===== src/hw/rtl/exr_pkg.sv =====
// shared constants, types and cordic angle table for the xyz vector rotator
`timescale 1ns / 1ps

package exr_pkg;

    localparam int POS_WIDTH_DEF   = 32;
    localparam int ANGLE_WIDTH_DEF = 32;
    localparam int FRAC_BITS       = 30;
    localparam int CORDIC_STEPS    = 30;
    localparam int CW              = 34;   // cordic datapath width
    localparam logic signed [CW-1:0] CORDIC_GAIN = 34'sd652032874;

    function automatic logic signed [CW-1:0] atan_lut(input logic [4:0] i);
        logic signed [CW-1:0] r;
        case (i)
            5'd0:  r = 34'sd536870912;
            5'd1:  r = 34'sd316933406;
            5'd2:  r = 34'sd167458907;
            5'd3:  r = 34'sd85004756;
            5'd4:  r = 34'sd42667331;
            5'd5:  r = 34'sd21354465;
            5'd6:  r = 34'sd10679838;
            5'd7:  r = 34'sd5341269;
            5'd8:  r = 34'sd2670419;
            5'd9:  r = 34'sd1335087;
            5'd10: r = 34'sd667544;
            5'd11: r = 34'sd333772;
            5'd12: r = 34'sd166886;
            5'd13: r = 34'sd83443;
            5'd14: r = 34'sd41722;
            5'd15: r = 34'sd20861;
            5'd16: r = 34'sd10430;
            5'd17: r = 34'sd5215;
            5'd18: r = 34'sd2608;
            5'd19: r = 34'sd1304;
            5'd20: r = 34'sd652;
            5'd21: r = 34'sd326;
            5'd22: r = 34'sd163;
            5'd23: r = 34'sd81;
            5'd24: r = 34'sd41;
            5'd25: r = 34'sd20;
            5'd26: r = 34'sd10;
            5'd27: r = 34'sd5;
            5'd28: r = 34'sd3;
            5'd29: r = 34'sd1;
            default: r = '0;
        endcase
        return r;
    endfunction

    typedef struct packed {
        logic signed [CW-1:0] x;
        logic signed [CW-1:0] y;
        logic signed [CW-1:0] z;
    } cordic_t;

endpackage


===== src/hw/rtl/exr_cordic_cell.sv =====
// one cordic micro-rotation cell for three angles, carrying the position along
`timescale 1ns / 1ps

module exr_cordic_cell #(
    parameter int STEP = 0,
    parameter int PW   = exr_pkg::POS_WIDTH_DEF
) (
    input  logic                aclk,
    input  logic                en,
    input  exr_pkg::cordic_t    c_in  [3],
    input  logic [1:0]          q_in  [3],
    input  logic [3*PW-1:0]     p_in,
    output exr_pkg::cordic_t    c_out [3],
    output logic [1:0]          q_out [3],
    output logic [3*PW-1:0]     p_out
);

    localparam logic signed [exr_pkg::CW-1:0] ATAN = exr_pkg::atan_lut(5'(STEP));

    exr_pkg::cordic_t c_next [3];

    always_comb begin
        for (int k = 0; k < 3; k++) begin
            if (!c_in[k].z[exr_pkg::CW-1]) begin
                c_next[k].x = c_in[k].x - (c_in[k].y >>> STEP);
                c_next[k].y = c_in[k].y + (c_in[k].x >>> STEP);
                c_next[k].z = c_in[k].z - ATAN;
            end else begin
                c_next[k].x = c_in[k].x + (c_in[k].y >>> STEP);
                c_next[k].y = c_in[k].y - (c_in[k].x >>> STEP);
                c_next[k].z = c_in[k].z + ATAN;
            end
        end
    end

    always_ff @(posedge aclk) begin
        if (en) begin
            c_out <= c_next;
            q_out <= q_in;
            p_out <= p_in;
        end
    end

endmodule


===== config.mk =====
export PLATFORM = sky130hd
export DESIGN_NAME = exr_cordic_cell
export DESIGN_NICKNAME = d
export VERILOG_FILES = /design/src/hw/rtl/exr_pkg.sv /design/src/hw/rtl/exr_cordic_cell.sv
export SDC_FILE = /design/constraint.sdc
export NUM_CORES = 1
export LEC_CHECK = 0
export BUFFER_PORTS_ARGS = -buffer_cell sky130_fd_sc_hd__buf_2
export CAP_MARGIN = 20
export CORE_AREA = 8 8 313 315
export CTS_CLUSTER_DIAMETER = 150
export DETAILED_ROUTE_END_ITERATION = 10
export DIE_AREA = 0 0 321 323
export SLEW_MARGIN = 20
export SYNTH_ARGS = -nofsm -noshare
export SYNTH_HDL_FRONTEND = slang
export SYNTH_SLANG_ARGS = --single-unit

===== constraint.sdc =====
create_clock -name aclk -period 2.94 [get_ports aclk]
set_input_delay 0.147 -clock aclk [delete_from_list [all_inputs] [get_ports aclk]]
set_output_delay 0.147 -clock aclk [all_outputs]
set_load 0.005 [all_outputs]

After elaboration in Yosys (flattened, before gate mapping)
Cells that the tools add are included.
W data, S select, Z words.
{"block": "totals", "regBits": 408, "elab_cells": 31}
{"block": "op_classes", "add_sub_neg": 15, "muxes": 3}
{"operator": "$mux W102", "count": 3}
{"operator": "$sub A34 B34 Y34", "count": 6}
{"operator": "$add A34 B31 Y34 const B", "count": 3}
{"operator": "$add A34 B34 Y34", "count": 3}
{"operator": "$sub A34 B31 Y34 const B", "count": 3}

Longest topological paths before layout
{"block": "logic_depth", "ltp_word": 2, "ltp_mapped": 13}

Worst setup path after synthesis
OpenSTA, ideal clock, no wires.
{"block": "synth_timing", "path_type": "in2reg", "startpoint": "input c_in[240] (netlist bit)", "endpoint": "register c_out[304] (netlist bit) (data pin)", "setup_ns": 0.266, "arrival_ns": 2.520, "required_time_ns": 2.674, "path_slack_ns": 0.154, "path_stages": 12, "path_buffers": 1, "path_cell_list": "inv_1 > ha_1 > buf_6 > nand2b_1 > a2111oi_2 > o31ai_2 > a31oi_4 > a221o_2 > a41oi_2 > o41ai_2 > o221ai_1 > xor2_1"}
{"element": "from (decl)", "line_no": "exr_cordic_cell.sv:10", "text": "input exr_pkg::cordic_t c_in [3],"}
{"element": "to (signal assigned)", "line_no": "exr_cordic_cell.sv:38", "text": "c_out <= c_next;"}
{"element": "to (decl)", "line_no": "exr_cordic_cell.sv:13", "text": "output exr_pkg::cordic_t c_out [3],"}

==> metrics.cfg <==
[clock_tree]
cts_buffer_depth = 3
numCtsBuffers = 48
clock_sinks = 405
cts_setup_buffers = 0
cts-root-buf = clkbuf_16
cts.clk_slew.worst_paths_ns = 0.06
htreeDepth = 2
cts_tree = built

[job]
cap_violations = 0

[global_route]
gr-usage-all-layers = 0.234
grt_pass1_vias = 30000
antenna_found_initial = 38
grt_overflow = 0
met2_usage = 0.397
met3_usage = 0.0507
grt_use_met1 = 0.296
grt_max_degree = 89
grt_pass1_wl_um = 188000
busiest_layer = met2

[route]
wirelength_um = 128000
dr.pass1.iters = 6
vias = 30100
viasPerCell = 5.13
drc = 0
initialDrtViolationCount = 2433
wl_per_cell_um = 21.8
postRouteAntennaNets = 0

[timing]
min_period_over_period = 0.953
fin_crit_ns = 2.80
worst_pin_slew_ns = 0.801
slew_violations = 0
finalSetupViolCount = 0
rsz0062_at_grt = no
max_freq_mhz = 357
finalHoldViolations = 0
timing.slew.headroom = 0.463

[critical_path]
cpPeakStageDelay_ns = 0.63
cp_top_family = compound AO/OA/AOI/OAI gates
worstPathMaxFanout = 10
critPathBufInv = 4
crit_path_end_kind = flip-flop
critPathSlowestCell = o41ai_1
path_class = in -> reg
cp-start-kind = input port
crit_chain = buf_2 > inv_1 > ha_1 > o21ai_0 > a31oi_1 > o41ai_1 > o2111ai_1 > buf_4 > a21oi_1 > buf_4 > nor3b_1 > o31ai_1 > o31ai_1 > xnor2_1
required_ns = 3.31
arrival_ns = 3.17

[placement]
dpl.hpwl_um = 104000
gp_congestion = 0.984
post_dp_cell_area_sq_um = 38800
portBuffers = 817

[power]
power_density_nw_per_um2 = 489
peakVddDrop_mv = 0.398
leakagePower_nw = 19.6
power_w = 0.0209

[floorplan]
num_io_pins = 818
rows = 112
dieWidth_um = 321
dieArea_sq_um = 104000
core-area_sq_um = 92800
die_h_um = 323
start_util = 0.322

[logic_synthesis]
synth_area_sq_um = 29800
synthesis.nets = 3825
synthCells = 3097
ys_seq_area_frac = 0.408
synth_cell_types = 90
ys_async_sr_fraction = 0
synth-edff-count = 405
yosys_register_bits = 405
yosys_warnings = 0
ys.flop_type = edfxtp_1
synth_area_per_cell_sq_um = 9.63

[layout]
multi_input_area_sq_um = 15900
drive_above_1_share = 0.316
layout_commonest_cell = buf_2
nets = 5271
n_fill_cell = 8960
layout_common_cells = 816 x buf_2, 500 x buf_4, 405 x edfxtp_1, 371 x a21oi_1, 306 x ha_1
area_delta_synth_final_pct = 43.1
final_area_sq_um = 42700
ff_latch_area_sq_um = 12200

[worst_hold_path]
holdPathStages = 3
min_to = c_out[31]
min_path_type = in -> reg
worstHoldStart = c_in[31]

[outcome]
status = finished, final reports clean

through the flow:
step / utilization / std cells / setup TNS [ns] / hold slack, ns / setup WS (ns)
finish: 0.460 / 5860 / 0 / 0.0575 / 0.138
global route: 0.460 / 5850 / 0 / 0.0536 / 0.0510
CTS: 0.459 / 5835 / 0 / 0.00853 / 0.0132
detailed placement: 0.419 / 5540 / -16.32 / 0.325 / -0.642
global placement: 0.419 / 5540 / -16.12 / 0.323 / -0.913
floorplan: - / 3097 / 0 / 0.246 / 0.154
repair_timing:
| item | in CTS | in global routing |
|---|---|---|
| endpoints found under the hold margin | 226 | 0 |
| resized for setup | 0 | 2 |
| endpoints found under the setup margin | 0 | 11 |
| hold buffers | 207 | 0 |
worst min-delay path, stage by stage:
cell and delay [ns]:
buf_2 0.08, ha_1 0.17, xor2_1 0.09
layout make-up:
cell class / count / share of cell area
multi-input combinational: 2234 / 0.373
sequential: 405 / 0.285
timing repair buffer: 1532 / 0.236
tap: 1254 / 0.0368
clock buffer: 55 / 0.0288
inverter: 322 / 0.0283
clock inverter: 33 / 0.0105
antenna: 25 / 0.00147
Yosys cell counts, drive strengths merged, types with 8 or more instances:
cell | count | area, sq um
o21bai | 58 | 435
a21o | 74 | 556
a211oi | 44 | 330
o31a | 8 | 70.1
o2111ai | 8 | 70.1
and3 | 16 | 100
nand3b | 10 | 75.1
o211a | 8 | 80.1
inv | 315 | 1180
a2111oi | 16 | 166
and2 | 17 | 106
a211o | 12 | 105
o211ai | 25 | 188
a21boi | 8 | 60.1
nor3 | 57 | 285
fa | 12 | 240
a31oi | 27 | 184
nor2b | 28 | 175
o21ai | 200 | 1000
xnor2 | 170 | 1490
clkbuf | 92 | 345
o22ai | 8 | 50.1
buf | 44 | 219
o31ai | 35 | 273
o221ai | 14 | 129
nor4 | 18 | 113
nand2b | 33 | 206
xor2 | 30 | 263
a221oi | 13 | 114
o21a | 23 | 173
nand4 | 25 | 156
a21oi | 373 | 1880
nor2 | 202 | 758
nand3 | 46 | 230
o41ai | 10 | 103
a31o | 9 | 87.6
or3 | 14 | 87.6
mux2i | 42 | 420
edfxtp | 405 | 12200
ha | 306 | 3830
or2 | 13 | 81.3
nand2 | 153 | 574
where the power goes:
group	switching, W	leakage, nW	internal (W)
Sequential	0.000264	3.96	0.00731
Combinational	0.00377	14.8	0.00302
Clock	0.00267	0.809	0.00383
Total	0.00671	19.6	0.0142
logic make-up (layout without fill, tap and decap cells):
logic type      Yosys count  in the layout  share of synthesized area
compound gates         1027           1027                      0.220
xor+xnor                200            200                     0.0587
fa+ha+maj               318            318                      0.136
buf+inv                 458           1942                     0.0594
flops                   405            405                      0.408
mux                      42             42                     0.0141
other cells               0             25                          0
simple gates            647            647                      0.103
worst max path at each step:
stage / from / endpoint / slack (ns) / cells past startpoint
final: c_in[37] / c_out[64] / 0.14 / 14
after global routing: c_in[42] / c_out[67] / 0.05 / 14
after CTS: c_in[170] / c_out[196] / 0.01 / 13
after detailed placement: c_in[170] / c_out[196] / -0.64 / 13
after global placement: c_in[170] / c_out[196] / -0.91 / 13
after floorplan: c_in[240] / c_out[304] / 0.15 / 12
state kept, by name (all words and copies together) (netlist names):
signal	flops
c_out	303
p_out	96
q_out	6
per-layer routing:
layer	up-vias	share of wire
met5	-	0.00075
met1	14300	0.41
met3	232	0.080
met2	1350	0.48
met4	14	0.031
li1	14200	-
Note: power is estimated with default switching activity, not from simulation.
